`src/design/uem_pkg.sv`:
```
`default_nettype none

package uem_pkg;

    // Field and register widths
    localparam int SAMPLE_W   = 16;
    localparam int FACTOR_W   = 6;
    localparam int PHASE_W    = 6;
    localparam int FUNC_W     = 2;
    localparam int CLIP_W     = 2;
    localparam int CFG_IDX_W  = 2;
    localparam int CFG_DATA_W = 6;

    // Item function codes
    localparam logic [FUNC_W-1:0] FUNC_LOAD    = 2'd0;
    localparam logic [FUNC_W-1:0] FUNC_MIX     = 2'd1;
    localparam logic [FUNC_W-1:0] FUNC_RESTART = 2'd2;

    // Configuration register indexes
    localparam logic [CFG_IDX_W-1:0] CFG_FACTOR = 2'd0;
    localparam logic [CFG_IDX_W-1:0] CFG_8BIT   = 2'd1;
    localparam logic [CFG_IDX_W-1:0] CFG_STEREO = 2'd2;

    // Clip flags
    localparam logic [CLIP_W-1:0] CLIP_NONE = 2'd0;
    localparam logic [CLIP_W-1:0] CLIP_HIGH = 2'd1;
    localparam logic [CLIP_W-1:0] CLIP_LOW  = 2'd2;

    // Interpolation numerator, divider and gain
    localparam int NUM_W      = 25;
    localparam int DIV_W      = 24;
    localparam int DIV_RADIX  = 4;
    localparam int DIV_STEPS  = DIV_W / DIV_RADIX;
    localparam int DIV_CNT_W  = $clog2(DIV_STEPS);
    localparam int INTERP_W   = 17;
    localparam int PROD_W     = 32;
    localparam int GAIN_SHIFT = 16;
    localparam logic signed [15:0] GAIN = 16'sd19661;

    typedef struct packed {
        logic take;
        logic num_en;
        logic div_step;
        logic scale_en;
        logic emit;
    } cmd_t;

    typedef struct packed {
        logic out_free;
    } status_t;

    typedef struct packed {
        logic [FACTOR_W-1:0] rem;
        logic [DIV_W-1:0]    quo;
    } div_state_t;

    typedef struct packed {
        logic signed [SAMPLE_W-1:0] sample;
        logic [CLIP_W-1:0]          clip;
    } sat_t;

    // Expand a raw effect sample; 8-bit mode is unsigned, centered and shifted up
    function automatic logic signed [SAMPLE_W-1:0] load_sample(
        input logic [SAMPLE_W-1:0] raw,
        input logic                is8
    );
        return is8 ? {~raw[7], raw[6:0], 8'h00} : raw;
    endfunction

    // prev*F + (next-prev)*u
    function automatic logic signed [NUM_W-1:0] interp_num(
        input logic signed [SAMPLE_W-1:0] prev,
        input logic signed [SAMPLE_W-1:0] next,
        input logic [FACTOR_W-1:0]        f,
        input logic [PHASE_W-1:0]         u
    );
        logic signed [NUM_W-1:0] p;
        logic signed [NUM_W-1:0] d;
        logic signed [NUM_W-1:0] fs;
        logic signed [NUM_W-1:0] us;
        p  = NUM_W'(prev);
        d  = NUM_W'(next) - p;
        fs = NUM_W'({1'b0, f});
        us = NUM_W'({1'b0, u});
        return (p * fs) + (d * us);
    endfunction

    // Restoring division, DIV_RADIX quotient bits per call
    function automatic div_state_t div_step(
        input div_state_t          s,
        input logic [FACTOR_W-1:0] d
    );
        div_state_t         r;
        logic [FACTOR_W:0]  trial;
        r = s;
        for (int i = 0; i < DIV_RADIX; i++)
        begin
            trial = {r.rem, r.quo[DIV_W-1]};
            r.quo = {r.quo[DIV_W-2:0], 1'b0};
            if (trial >= {1'b0, d})
            begin
                r.rem    = FACTOR_W'(trial - {1'b0, d});
                r.quo[0] = 1'b1;
            end
            else
            begin
                r.rem = trial[FACTOR_W-1:0];
            end
        end
        return r;
    endfunction

    // Drop the gain fraction, truncating toward zero
    function automatic logic signed [SAMPLE_W-1:0] scale_trunc(
        input logic signed [PROD_W-1:0] p
    );
        logic signed [PROD_W-1:0] adj;
        adj = p[PROD_W-1] ? (p + PROD_W'(65535)) : p;
        return SAMPLE_W'(adj >>> GAIN_SHIFT);
    endfunction

    // Add music and effect, clamp to 16 bits
    function automatic sat_t saturate(
        input logic signed [SAMPLE_W-1:0] music,
        input logic signed [SAMPLE_W-1:0] effect
    );
        logic signed [SAMPLE_W:0] sum;
        sat_t r;
        sum = {music[SAMPLE_W-1], music} + {effect[SAMPLE_W-1], effect};
        if (sum[SAMPLE_W:SAMPLE_W-1] == 2'b01)
        begin
            r.sample = 16'sh7FFF;
            r.clip   = CLIP_HIGH;
        end
        else if (sum[SAMPLE_W:SAMPLE_W-1] == 2'b10)
        begin
            r.sample = 16'sh8000;
            r.clip   = CLIP_LOW;
        end
        else
        begin
            r.sample = sum[SAMPLE_W-1:0];
            r.clip   = CLIP_NONE;
        end
        return r;
    endfunction

endpackage

`default_nettype wire

```
`src/design/uem_ctrl.sv`:
```
`default_nettype none

module uem_ctrl (
    input  wire logic                        clk,
    input  wire logic                        rst_n,
    input  wire logic                        in_valid,
    input  wire logic [uem_pkg::FUNC_W-1:0]  func,
    output logic                             in_ready,
    output uem_pkg::cmd_t                    cmd,
    input  wire uem_pkg::status_t            status
);

    localparam logic [2:0] ST_IDLE  = 3'd0;
    localparam logic [2:0] ST_NUM   = 3'd1;
    localparam logic [2:0] ST_DIV   = 3'd2;
    localparam logic [2:0] ST_SCALE = 3'd3;
    localparam logic [2:0] ST_EMIT  = 3'd4;

    localparam logic [uem_pkg::DIV_CNT_W-1:0] CNT_LAST =
        uem_pkg::DIV_CNT_W'(uem_pkg::DIV_STEPS - 1);

    logic [2:0]                      state_reg;
    logic [2:0]                      state_next;
    logic [uem_pkg::DIV_CNT_W-1:0]   cnt_reg;
    logic [uem_pkg::DIV_CNT_W-1:0]   cnt_next;

    // Decode commands and next state
    always_comb
    begin
        state_next = state_reg;
        cnt_next   = cnt_reg;
        in_ready   = 1'b0;
        cmd        = '0;
        unique case (state_reg)
            ST_IDLE:
            begin
                in_ready = 1'b1;
                cmd.take = in_valid;
                if (in_valid && (func == uem_pkg::FUNC_MIX))
                begin
                    state_next = ST_NUM;
                end
            end
            ST_NUM:
            begin
                cmd.num_en = 1'b1;
                cnt_next   = '0;
                state_next = ST_DIV;
            end
            ST_DIV:
            begin
                cmd.div_step = 1'b1;
                cnt_next     = cnt_reg + 1'b1;
                if (cnt_reg == CNT_LAST)
                begin
                    state_next = ST_SCALE;
                end
            end
            ST_SCALE:
            begin
                cmd.scale_en = 1'b1;
                state_next   = ST_EMIT;
            end
            ST_EMIT:
            begin
                if (status.out_free)
                begin
                    cmd.emit   = 1'b1;
                    state_next = ST_IDLE;
                end
            end
            default:
            begin
                state_next = ST_IDLE;
            end
        endcase
    end

    // Advance state
    always_ff @(posedge clk or negedge rst_n)
    begin
        if (!rst_n)
        begin
            state_reg <= ST_IDLE;
            cnt_reg   <= '0;
        end
        else
        begin
            state_reg <= state_next;
            cnt_reg   <= cnt_next;
        end
    end

    a_mix_starts: assert property (@(posedge clk) disable iff (!rst_n)
        (cmd.take && (func == uem_pkg::FUNC_MIX)) |=> (state_reg == ST_NUM))
        else $error("mix item did not start the numerator step");

    a_div_length: assert property (@(posedge clk) disable iff (!rst_n)
        ((state_reg == ST_DIV) && (cnt_reg == CNT_LAST)) |=> (state_reg == ST_SCALE))
        else $error("divider did not finish after its last step");

    a_emit_done: assert property (@(posedge clk) disable iff (!rst_n)
        cmd.emit |=> (state_reg == ST_IDLE))
        else $error("controller not idle after emitting a result");

    a_one_cmd: assert property (@(posedge clk) disable iff (!rst_n)
        $onehot0({cmd.take, cmd.num_en, cmd.div_step, cmd.scale_en, cmd.emit}))
        else $error("more than one datapath command at once");

endmodule

`default_nettype wire

```
`src/design/uem_dp.sv`:
```
`default_nettype none

module uem_dp (
    input  wire logic                                   clk,
    input  wire logic                                   rst_n,
    input  wire uem_pkg::cmd_t                          cmd,
    output uem_pkg::status_t                            status,
    input  wire logic                                   cfg_we,
    input  wire logic [uem_pkg::CFG_IDX_W-1:0]          cfg_index,
    input  wire logic [uem_pkg::CFG_DATA_W-1:0]         cfg_data,
    input  wire logic [uem_pkg::FUNC_W-1:0]             func,
    input  wire logic signed [uem_pkg::SAMPLE_W-1:0]    effect_left,
    input  wire logic signed [uem_pkg::SAMPLE_W-1:0]    effect_right,
    input  wire logic signed [uem_pkg::SAMPLE_W-1:0]    music_left,
    input  wire logic signed [uem_pkg::SAMPLE_W-1:0]    music_right,
    output logic                                        out_valid,
    input  wire logic                                   out_ready,
    output logic signed [uem_pkg::SAMPLE_W-1:0]         mixed_left,
    output logic signed [uem_pkg::SAMPLE_W-1:0]         mixed_right,
    output logic [uem_pkg::CLIP_W-1:0]                  clip_left,
    output logic [uem_pkg::CLIP_W-1:0]                  clip_right
);

    // Configuration
    logic [uem_pkg::FACTOR_W-1:0]          factor_reg;
    logic                                  is8_reg;
    logic                                  stereo_reg;

    // Interpolation history
    logic signed [uem_pkg::SAMPLE_W-1:0]   prev_l_reg;
    logic signed [uem_pkg::SAMPLE_W-1:0]   prev_r_reg;
    logic signed [uem_pkg::SAMPLE_W-1:0]   next_l_reg;
    logic signed [uem_pkg::SAMPLE_W-1:0]   next_r_reg;
    logic [uem_pkg::PHASE_W-1:0]           phase_reg;
    logic [uem_pkg::PHASE_W-1:0]           phase_next;

    // Working registers of one mix
    logic [uem_pkg::PHASE_W-1:0]           u_reg;
    logic signed [uem_pkg::SAMPLE_W-1:0]   music_l_reg;
    logic signed [uem_pkg::SAMPLE_W-1:0]   music_r_reg;
    logic                                  neg_l_reg;
    logic                                  neg_r_reg;
    uem_pkg::div_state_t                   div_l_reg;
    uem_pkg::div_state_t                   div_r_reg;
    logic signed [uem_pkg::PROD_W-1:0]     prod_l_reg;
    logic signed [uem_pkg::PROD_W-1:0]     prod_r_reg;

    // Output register
    logic                                  out_valid_reg;
    logic signed [uem_pkg::SAMPLE_W-1:0]   mixed_l_reg;
    logic signed [uem_pkg::SAMPLE_W-1:0]   mixed_r_reg;
    logic [uem_pkg::CLIP_W-1:0]            clip_l_reg;
    logic [uem_pkg::CLIP_W-1:0]            clip_r_reg;

    logic [uem_pkg::FACTOR_W-1:0]          f_eff;
    logic [uem_pkg::FACTOR_W-1:0]          f_last;
    logic [uem_pkg::PHASE_W-1:0]           u_eff;
    logic signed [uem_pkg::SAMPLE_W-1:0]   load_l;
    logic signed [uem_pkg::SAMPLE_W-1:0]   load_r;
    logic signed [uem_pkg::NUM_W-1:0]      num_l;
    logic signed [uem_pkg::NUM_W-1:0]      num_r;
    logic [uem_pkg::NUM_W-1:0]             mag_l;
    logic [uem_pkg::NUM_W-1:0]             mag_r;
    logic signed [uem_pkg::INTERP_W-1:0]   interp_l;
    logic signed [uem_pkg::INTERP_W-1:0]   interp_r;
    logic signed [uem_pkg::PROD_W-1:0]     interp_l_ext;
    logic signed [uem_pkg::PROD_W-1:0]     interp_r_ext;
    uem_pkg::sat_t                         sat_l;
    uem_pkg::sat_t                         sat_r;
    logic                                  take_load;
    logic                                  take_mix;
    logic                                  take_restart;

    // Factor of zero counts as one; clamp phase to factor-1
    always_comb
    begin
        f_eff      = (factor_reg == '0) ? uem_pkg::FACTOR_W'(1) : factor_reg;
        f_last     = f_eff - 1'b1;
        u_eff      = (phase_reg > f_last) ? f_last : phase_reg;
        phase_next = (u_eff < f_last) ? (u_eff + 1'b1) : u_eff;
    end

    // Decode item function
    assign take_load    = cmd.take && (func == uem_pkg::FUNC_LOAD);
    assign take_mix     = cmd.take && (func == uem_pkg::FUNC_MIX);
    assign take_restart = cmd.take && (func == uem_pkg::FUNC_RESTART);

    // Expand incoming effect frame; mono copies left to right
    assign load_l = uem_pkg::load_sample(effect_left, is8_reg);
    assign load_r = stereo_reg ? uem_pkg::load_sample(effect_right, is8_reg) : load_l;

    // Numerator and its magnitude for the divider
    always_comb
    begin
        num_l = uem_pkg::interp_num(prev_l_reg, next_l_reg, f_eff, u_reg);
        num_r = uem_pkg::interp_num(prev_r_reg, next_r_reg, f_eff, u_reg);
        mag_l = num_l[uem_pkg::NUM_W-1] ? (-num_l) : num_l;
        mag_r = num_r[uem_pkg::NUM_W-1] ? (-num_r) : num_r;
    end

    // Restore sign of quotient
    always_comb
    begin
        interp_l = neg_l_reg ? (-div_l_reg.quo[uem_pkg::INTERP_W-1:0])
                             : div_l_reg.quo[uem_pkg::INTERP_W-1:0];
        interp_r = neg_r_reg ? (-div_r_reg.quo[uem_pkg::INTERP_W-1:0])
                             : div_r_reg.quo[uem_pkg::INTERP_W-1:0];
        interp_l_ext = uem_pkg::PROD_W'(interp_l);
        interp_r_ext = uem_pkg::PROD_W'(interp_r);
    end

    // Drop gain fraction, add music, clamp
    assign sat_l = uem_pkg::saturate(music_l_reg, uem_pkg::scale_trunc(prod_l_reg));
    assign sat_r = uem_pkg::saturate(music_r_reg, uem_pkg::scale_trunc(prod_r_reg));

    // Configuration writes
    always_ff @(posedge clk or negedge rst_n)
    begin
        if (!rst_n)
        begin
            factor_reg <= uem_pkg::FACTOR_W'(1);
            is8_reg    <= 1'b0;
            stereo_reg <= 1'b1;
        end
        else if (cfg_we)
        begin
            if (cfg_index == uem_pkg::CFG_FACTOR)
            begin
                factor_reg <= cfg_data[uem_pkg::FACTOR_W-1:0];
            end
            if (cfg_index == uem_pkg::CFG_8BIT)
            begin
                is8_reg <= cfg_data[0];
            end
            if (cfg_index == uem_pkg::CFG_STEREO)
            begin
                stereo_reg <= cfg_data[0];
            end
        end
    end

    // Update history on load, restart and mix items
    always_ff @(posedge clk or negedge rst_n)
    begin
        if (!rst_n)
        begin
            prev_l_reg <= '0;
            prev_r_reg <= '0;
            next_l_reg <= '0;
            next_r_reg <= '0;
            phase_reg  <= '0;
        end
        else if (take_load)
        begin
            prev_l_reg <= next_l_reg;
            prev_r_reg <= next_r_reg;
            next_l_reg <= load_l;
            next_r_reg <= load_r;
            phase_reg  <= '0;
        end
        else if (take_restart)
        begin
            prev_l_reg <= '0;
            prev_r_reg <= '0;
            next_l_reg <= '0;
            next_r_reg <= '0;
            phase_reg  <= '0;
        end
        else if (take_mix)
        begin
            phase_reg <= phase_next;
        end
    end

    // Mix working registers
    always_ff @(posedge clk)
    begin
        if (take_mix)
        begin
            u_reg       <= u_eff;
            music_l_reg <= music_left;
            music_r_reg <= music_right;
        end
        if (cmd.num_en)
        begin
            neg_l_reg     <= num_l[uem_pkg::NUM_W-1];
            neg_r_reg     <= num_r[uem_pkg::NUM_W-1];
            div_l_reg.rem <= '0;
            div_l_reg.quo <= mag_l[uem_pkg::DIV_W-1:0];
            div_r_reg.rem <= '0;
            div_r_reg.quo <= mag_r[uem_pkg::DIV_W-1:0];
        end
        else if (cmd.div_step)
        begin
            div_l_reg <= uem_pkg::div_step(div_l_reg, f_eff);
            div_r_reg <= uem_pkg::div_step(div_r_reg, f_eff);
        end
        if (cmd.scale_en)
        begin
            prod_l_reg <= interp_l_ext * uem_pkg::PROD_W'(uem_pkg::GAIN);
            prod_r_reg <= interp_r_ext * uem_pkg::PROD_W'(uem_pkg::GAIN);
        end
    end

    // Output valid: set on emit, drop when taken
    always_ff @(posedge clk or negedge rst_n)
    begin
        if (!rst_n)
        begin
            out_valid_reg <= 1'b0;
        end
        else if (cmd.emit)
        begin
            out_valid_reg <= 1'b1;
        end
        else if (out_ready)
        begin
            out_valid_reg <= 1'b0;
        end
    end

    // Output payload
    always_ff @(posedge clk)
    begin
        if (cmd.emit)
        begin
            mixed_l_reg <= sat_l.sample;
            mixed_r_reg <= sat_r.sample;
            clip_l_reg  <= sat_l.clip;
            clip_r_reg  <= sat_r.clip;
        end
    end

    assign status.out_free = !out_valid_reg || out_ready;
    assign out_valid       = out_valid_reg;
    assign mixed_left      = mixed_l_reg;
    assign mixed_right     = mixed_r_reg;
    assign clip_left       = clip_l_reg;
    assign clip_right      = clip_r_reg;

    a_emit_slot_free: assert property (@(posedge clk) disable iff (!rst_n)
        cmd.emit |-> (!out_valid_reg || out_ready))
        else $error("result emitted over one not yet taken");

    a_phase_reset_on_load: assert property (@(posedge clk) disable iff (!rst_n)
        (take_load || take_restart) |=> (phase_reg == '0))
        else $error("phase not cleared by load or restart");

    a_clip_code: assert property (@(posedge clk) disable iff (!rst_n)
        out_valid_reg |-> ((clip_l_reg != uem_pkg::CLIP_HIGH) ||
                           (mixed_l_reg == 16'sh7FFF)))
        else $error("high clip flag without a clamped sample");

endmodule

`default_nettype wire

```
`src/design/upsampling_effect_mixer.sv`:
```
`default_nettype none

// Channel   Handshake                Payload
// input     in_valid / in_ready      func, effect_left/right, music_left/right
// output    out_valid / out_ready    mixed_left/right, clip_left/right
// config    cfg_we (no wait)         cfg_index, cfg_data
//
// Load and restart items complete when they are accepted. A mix item goes from
// acceptance to its result in the output register through the numerator
// step, the steps of the radix-16 divider by the upsample factor, the gain
// multiply and clamping; the next item is accepted once that result is
// emitted. One item is in work at a time.
// Reset is asynchronous, active low, and restores the register defaults
// and a cleared interpolation history. A result waiting at the output
// does not block the next item; a mix stalls only in its emit step.

module upsampling_effect_mixer (
    input  wire logic                                   clk,
    input  wire logic                                   rst_n,
    input  wire logic                                   cfg_we,
    input  wire logic [uem_pkg::CFG_IDX_W-1:0]          cfg_index,
    input  wire logic [uem_pkg::CFG_DATA_W-1:0]         cfg_data,
    input  wire logic                                   in_valid,
    output logic                                        in_ready,
    input  wire logic [uem_pkg::FUNC_W-1:0]             func,
    input  wire logic signed [uem_pkg::SAMPLE_W-1:0]    effect_left,
    input  wire logic signed [uem_pkg::SAMPLE_W-1:0]    effect_right,
    input  wire logic signed [uem_pkg::SAMPLE_W-1:0]    music_left,
    input  wire logic signed [uem_pkg::SAMPLE_W-1:0]    music_right,
    output logic                                        out_valid,
    input  wire logic                                   out_ready,
    output logic signed [uem_pkg::SAMPLE_W-1:0]         mixed_left,
    output logic signed [uem_pkg::SAMPLE_W-1:0]         mixed_right,
    output logic [uem_pkg::CLIP_W-1:0]                  clip_left,
    output logic [uem_pkg::CLIP_W-1:0]                  clip_right
);

    uem_pkg::cmd_t    cmd;
    uem_pkg::status_t status;

    uem_ctrl u_ctrl (
        .clk      (clk),
        .rst_n    (rst_n),
        .in_valid (in_valid),
        .func     (func),
        .in_ready (in_ready),
        .cmd      (cmd),
        .status   (status)
    );

    uem_dp u_dp (
        .clk          (clk),
        .rst_n        (rst_n),
        .cmd          (cmd),
        .status       (status),
        .cfg_we       (cfg_we),
        .cfg_index    (cfg_index),
        .cfg_data     (cfg_data),
        .func         (func),
        .effect_left  (effect_left),
        .effect_right (effect_right),
        .music_left   (music_left),
        .music_right  (music_right),
        .out_valid    (out_valid),
        .out_ready    (out_ready),
        .mixed_left   (mixed_left),
        .mixed_right  (mixed_right),
        .clip_left    (clip_left),
        .clip_right   (clip_right)
    );

endmodule

`default_nettype wire

```
`config.mk`:
```
export PLATFORM = sky130hd
export DESIGN_NAME = upsampling_effect_mixer
export DESIGN_NICKNAME = d
export VERILOG_FILES = /design/src/design/uem_pkg.sv /design/src/design/uem_ctrl.sv /design/src/design/uem_dp.sv /design/src/design/upsampling_effect_mixer.sv
export SDC_FILE = /design/constraint.sdc
export NUM_CORES = 2
export LEC_CHECK = 0
export ABC_AREA = 1
export BUFFER_PORTS_ARGS = -buffer_cell sky130_fd_sc_hd__buf_2
export CAP_MARGIN = 30
export CORE_MARGIN = 5
export CORE_UTILIZATION = 50
export DETAILED_ROUTE_END_ITERATION = 16
export PLACE_DENSITY = 0.66
export SLEW_MARGIN = 10
export SYNTH_ARGS = -nofsm -noshare
export SYNTH_HDL_FRONTEND = slang
export SYNTH_SLANG_ARGS = --single-unit
```
`constraint.sdc`:
```
create_clock -name clk -period 8.47 [get_ports clk]
set_input_delay 2.541 -clock clk [delete_from_list [all_inputs] [get_ports clk]]
set_output_delay 2.541 -clock clk [all_outputs]
set_load 0.02 [all_outputs]
```
---- After elaboration in Yosys (flattened, before gate mapping) ----
Index checks and enable logic that the tools add are counted.
storage, ports and cells
  bits in registers ....................... 285
  output and inout bits ................... 38
  word-level logic and storage cells ...... 170
cells by class
  $add $sub $neg .......................... 23
  $mul .................................... 6
  $lt $le $gt $ge ......................... 10
  eq/ne operators ......................... 16
  multiplexer cells ....................... 68
  bitwise gates (word level) .............. 2
  reductions and logical operators ........ 19
operator list
  cell                    count
  $mux 6                  26
  $mux 24                 6
  $mux 16                 8
  $add 32x17->32 const B  2
  $mul 17x16->32 const B  2
  $mux 32                 2
  $ge 7x6->1              8
  $add 23x25->25          2
  $mul 25x7->25           2
  $neg 24->24             2
  $sub 6x6->6             8
  $mul 16x7->23           2
  $mux 18                 2
  $add 16x16->17          2
  $mux 17                 2
  $neg 17->17             2
  $sub 16x16->17          2
  $mux 1                  17
  $pmux 3 s5              1
  $mux 3                  3
  $eq 2x1->1 const B      4
  $eq 2x2->1 const B      4
  $reduce_bool 2->1       4
  $add 6x1->6 const B     1
  20 further kinds        30

---- Depth between registers and ports, before layout ----
  depth in word-level cells ............... 18
  mapped depth ............................ 46
  depth with buffers taken out ............ 43

---- By module ----
Synthesis repeated with hierarchy kept, for this count alone.
second synthesis, totals
  cells, all modules ...................... 5453
  area, all modules ....................... 44465.1 um2
modules (own cells, without submodules)
  module    times used  cells an instance  area each (um2)  seq. area each (um2)
  uem_dp    1           5411               44111.1          7865.0
  uem_ctrl  1           42                 354.1            150.1

---- Worst setup path before layout ----
No wires, ideal clock.
  path type ............................... reg2reg
  start point ............................. register u_dp.prev_r_reg[0] (netlist name)
  end point ............................... register u_dp.div_r_reg[8] (netlist name), data pin
  library setup time ...................... 252 ps
  arrival time ............................ 6946 ps
  required time ........................... 8218 ps
  path slack .............................. 1272 ps
  cell stages (with the launch flop) ...... 32
  path through ............................ dfrtp_1 -> ha_1 -> fa_1 -> o21ai_0 -> nand3_1 -> o2111ai_1 -> nand2_1 -> nand3_1 -> xor2_1 -> nand2_1 -> fa_1 -> inv_1 -> fa_1 -> fa_1 -> fa_1 -> fa_1 -> inv_1 -> fa_1 -> inv_1 -> ha_1 -> a21oi_1 -> nor2_1 -> a211oi_1 -> nand2_2 -> a21oi_1 -> nand2_1 -> nand2_4 -> buf_6 -> nand2_2 -> xnor2_1 -> nand2_1 -> nand2_1
on the way
  cells in the longest elaborated chain, start to end .. 6
ends and longest elaborated chain
  element                 RTL line       text
  start, declared         uem_dp.sv:31   logic signed [uem_pkg::SAMPLE_W-1:0] prev_r_reg;
  start signal, assigned  uem_dp.sv:156  prev_r_reg <= next_r_reg;
  $sub 16x16->17          uem_pkg.sv:82  d = NUM_W'(next) - p;
  $mul 25x7->25           uem_pkg.sv:85  return (p * fs) + (d * us);
  $add 23x25->25 (*)      uem_pkg.sv:85
  $neg 24->24             uem_dp.sv:98   mag_r = num_r[uem_pkg::NUM_W-1] ? (-num_r) : num_r;
  $mux 24 (*)             uem_dp.sv:98
  $mux 24 (*)             uem_dp.sv:184  if (cmd.num_en)
  end signal, assigned    uem_dp.sv:196  div_r_reg <= uem_pkg::div_step(div_r_reg, f_eff);
  end, declared           uem_dp.sv:44   uem_pkg::div_state_t div_r_reg;
Mark *: on every way between the ends. The rest lies on a longest branch, timed or not.
A chain may end at the register's enable or synchronous reset.

---- Final worst setup path ----
  start point ............................. register u_dp.prev_r_reg[4] (netlist name)
  end point ............................... register u_dp.div_r_reg[10] (netlist name), data pin
Same word-level chain as after synthesis.

==> impl_metrics.toml <==
[min_path]
worstHoldPathType = "flip-flop to flip-flop"
hold_depth = 2

[synth]
ys_types = 68
synth_nets = 6529
synth_compound_area_share_pct = 7.17
ys.flop_type = "edfxtp_1"
synthCells = 5371
synth_top_family_by_area = "adder cells"
synthMuxAreaShare_pct = 0
yosys.area_share.xor_xnor_pct = 4.70
async_reset_ff_share_pct = 29.8
synth.yosys.seq_area_share_pct = 18.2
ys_seq_elements = 285
synth_edf_count = 188
synth.avg_cell_area_sq_um = 8.22
yosys_warnings = 0
synth_area_sq_mm = 0.0441
synth_fa_ha_area_share_pct = 40.4
yosys.area_share.simple_pct = 17.7

[floorplanning]
die_x_um = 307
ioPinCount = 117
die_h_um = 307
dieArea_sq_mm = 0.0943
rows = 109
core_sq_mm = 0.0880
start_util_pct = 50.2

[sta]
min_period_ns = 7.95
setup-tns-final_ns = 0
tightest_slew_ns = 0.849
skew_ns = 0.0303
maxSlewViolCount = 0
slew-limit-headroom_pct = 43.3
hold_viol = 0
period_share_pct = 93.8
finalSetupViolations = 0
rsz0062_at_grt = "false"
fmax_mhz = 126

[critical_path]
path_delay_family = "adder cells"
critPathRequiredTime_ns = 8.76
critPathLaunchType = "flip-flop"
worstSetupPathType = "flip-flop to flip-flop"
path_buf_inv = 4
path_max_fanout = 24
max_stage_delay_ns = 0.58
slowest_stage = "dfrtp_1"
critPathArrivalTime_ns = 8.23
r2r_cells = 33
endpoint_kind = "flip-flop"
cpMostUsedCell = "nand2_1"
worst-path-stages = 33

[clock_tree]
cts_root_buf = "clkbuf_16"
tritoncts = "done"
numCtsBuffers = 36
clkTransAtPathRegs_ns = 0.06
clock-sinks = 285
cts-htree-levels = 2
insertion_delay_ns = 0.58
clock_path_buffers = 3
hold_buffers = 0

[place]
gp_congestion = 0.896
dp_hpwl_um = 85700
dp_cells = 6600
io_buffers = 116
dpl-instance-area_sq_mm = 0.0461

[layout]
multi_input_area_sq_mm = 0.0310
stdcell_area_sq_mm = 0.0474
nNetsFinal = 6635
areaGrowthSynthToFinish_pct = 7.36
seq_area_sq_mm = 0.00802
drive_gt1_share_pct = 6.27
filler_cell_count = 8224
final_core_utilization_pct = 53.9
fin_cells = 6670

[run_status]
status = "complete, no violations"

[job]
drv_cap = 0

[drt]
dr_total_vias = 33896
via_per_inst = 5.08
drtPass1Iterations = 5
routed_wl_um = 101000
drtIter0Drc = 1553
wire_per_inst_um = 15.2
drc = 0
final_antenna_net_count = 0

[global_routing]
first_global_vias = 34811
track_usage_pct = 21.7
grt_pass1_wl_um = 171000
grt_antenna_before_repair = 1
grt_overflow = 0
grt_max_degree = 72
[per-layer routing]
metal / GRT usage (%) / routed length, um
met2: 36.9 / 47100
met4: 4.81 / 2300
met1: 29.8 / 46600
met5: 0 / 0
met3: 3.25 / 5260
[placed cells by master (no fill, tap or decap), types with 32 or more instances in the layout]
cell type,instances
nor2_1,379
buf_4,38
o21ai_0,165
inv_1,1264
o21ai_1,32
dfrtp_1,83
a21oi_1,234
nor3_1,48
nand3_1,212
nand2_1,1025
ha_1,503
nand4_1,49
xnor2_1,84
edfxtp_1,188
fa_1,576
buf_2,116
xor2_1,146
clkbuf_16,38
[path summary, 6_finish.rpt]
kind	from	to	slack [ns]
worst max register to register	u_dp.prev_r_reg[4]	u_dp.div_r_reg[10]	0.52
max in group asynchronous	rst_n	u_dp.factor_reg[0]	5.83
worst max-delay path	u_dp.prev_r_reg[4]	u_dp.div_r_reg[10]	0.52
worst min register to register	u_dp.div_l_reg[29]	u_dp.div_l_reg[29]	0.49
worst min-delay path	u_dp.div_l_reg[29]	u_dp.div_l_reg[29]	0.49
min in group asynchronous	rst_n	u_dp.next_r_reg[4]	1.83
[kinds of logic (layout without fill, tap and decap cells)]
| group | after synthesis | count (layout) |
|---|---|---|
| xor+xnor | 235 | 235 |
| buf+inv | 1375 | 1508 |
| compound gates | 564 | 564 |
| other cells | 0 | 1 |
| simple gates | 1833 | 1833 |
| flops | 285 | 285 |
| fa+ha+maj | 1079 | 1079 |
[metrics by stage]
step | hold slack, ns | setup slack [ns]
after detailed placement | 0.472 | 0.310
after CTS | 0.489 | 0.306
after floorplan | 0.449 | 1.27
after global routing | 0.522 | 0.0458
final | 0.489 | 0.522
after global placement | 0.474 | 0.506
[layout make-up]
class,instances,area share [%]
multi-input combinational,3711,65.3
timing repair buffer,158,2.02
clock inverter,14,0.280
clock buffer,51,2.21
antenna,1,0.00528
tap,1165,3.08
inverter,1285,10.2
sequential,285,16.9
[worst register-to-register path: cells and delay by family, from the launching register on]
| kind | cells | cell delay, ns |
|---|---|---|
| adder cells (fa/ha/maj) | 8 | 3.73 |
| AND/OR/NAND/NOR | 13 | 1.33 |
| buffers and inverters | 4 | 0.27 |
| flip-flops | 1 | 0.58 |
| AO/OA/AOI/OAI | 6 | 1.28 |
| XOR/XNOR | 2 | 0.53 |
[cell usage after synthesis (6+ instances only)]
| library cell | number | area [sq um] |
|---|---|---|
| a21o_1 | 16 | 120 |
| a21oi_1 | 234 | 1170 |
| a31oi_1 | 10 | 62.6 |
| buf_2 | 12 | 60.1 |
| clkbuf_1 | 65 | 244 |
| dfrtp_1 | 83 | 2080 |
| dfxtp_1 | 12 | 240 |
| edfxtp_1 | 188 | 5650 |
| fa_1 | 576 | 11500 |
| ha_1 | 503 | 6290 |
| inv_1 | 1264 | 4740 |
| inv_2 | 15 | 56.3 |
| nand2_1 | 1026 | 3850 |
| nand2_2 | 19 | 119 |
| nand2_4 | 7 | 78.8 |
| nand3_1 | 212 | 1060 |
| nand3_2 | 11 | 110 |
| nand3b_1 | 11 | 82.6 |
| nand4_1 | 49 | 307 |
| nor2_1 | 381 | 1430 |
| nor2_2 | 17 | 106 |
| nor2_4 | 7 | 78.8 |
| nor3_1 | 50 | 250 |
| o21a_1 | 6 | 45.0 |
| o21ai_0 | 166 | 831 |
| o21ai_1 | 31 | 155 |
| o21ai_2 | 6 | 52.6 |
| o21bai_1 | 17 | 128 |
| o22ai_1 | 28 | 175 |
| o31ai_1 | 7 | 52.6 |
| o32ai_1 | 8 | 70.1 |
| or2_2 | 17 | 106 |
| xnor2_1 | 85 | 744 |
| xor2_1 | 148 | 1300 |
[timing repair]
action | 4_1_cts | 5_1_grt
setup endpoints to repair | 0 | 31
buffers inserted | 0 | 0
resized for setup | 0 | 5
Power is left out: the tool's default activity adds up to more than one toggle a clock period on the data nets, which glitch-free logic cannot reach.
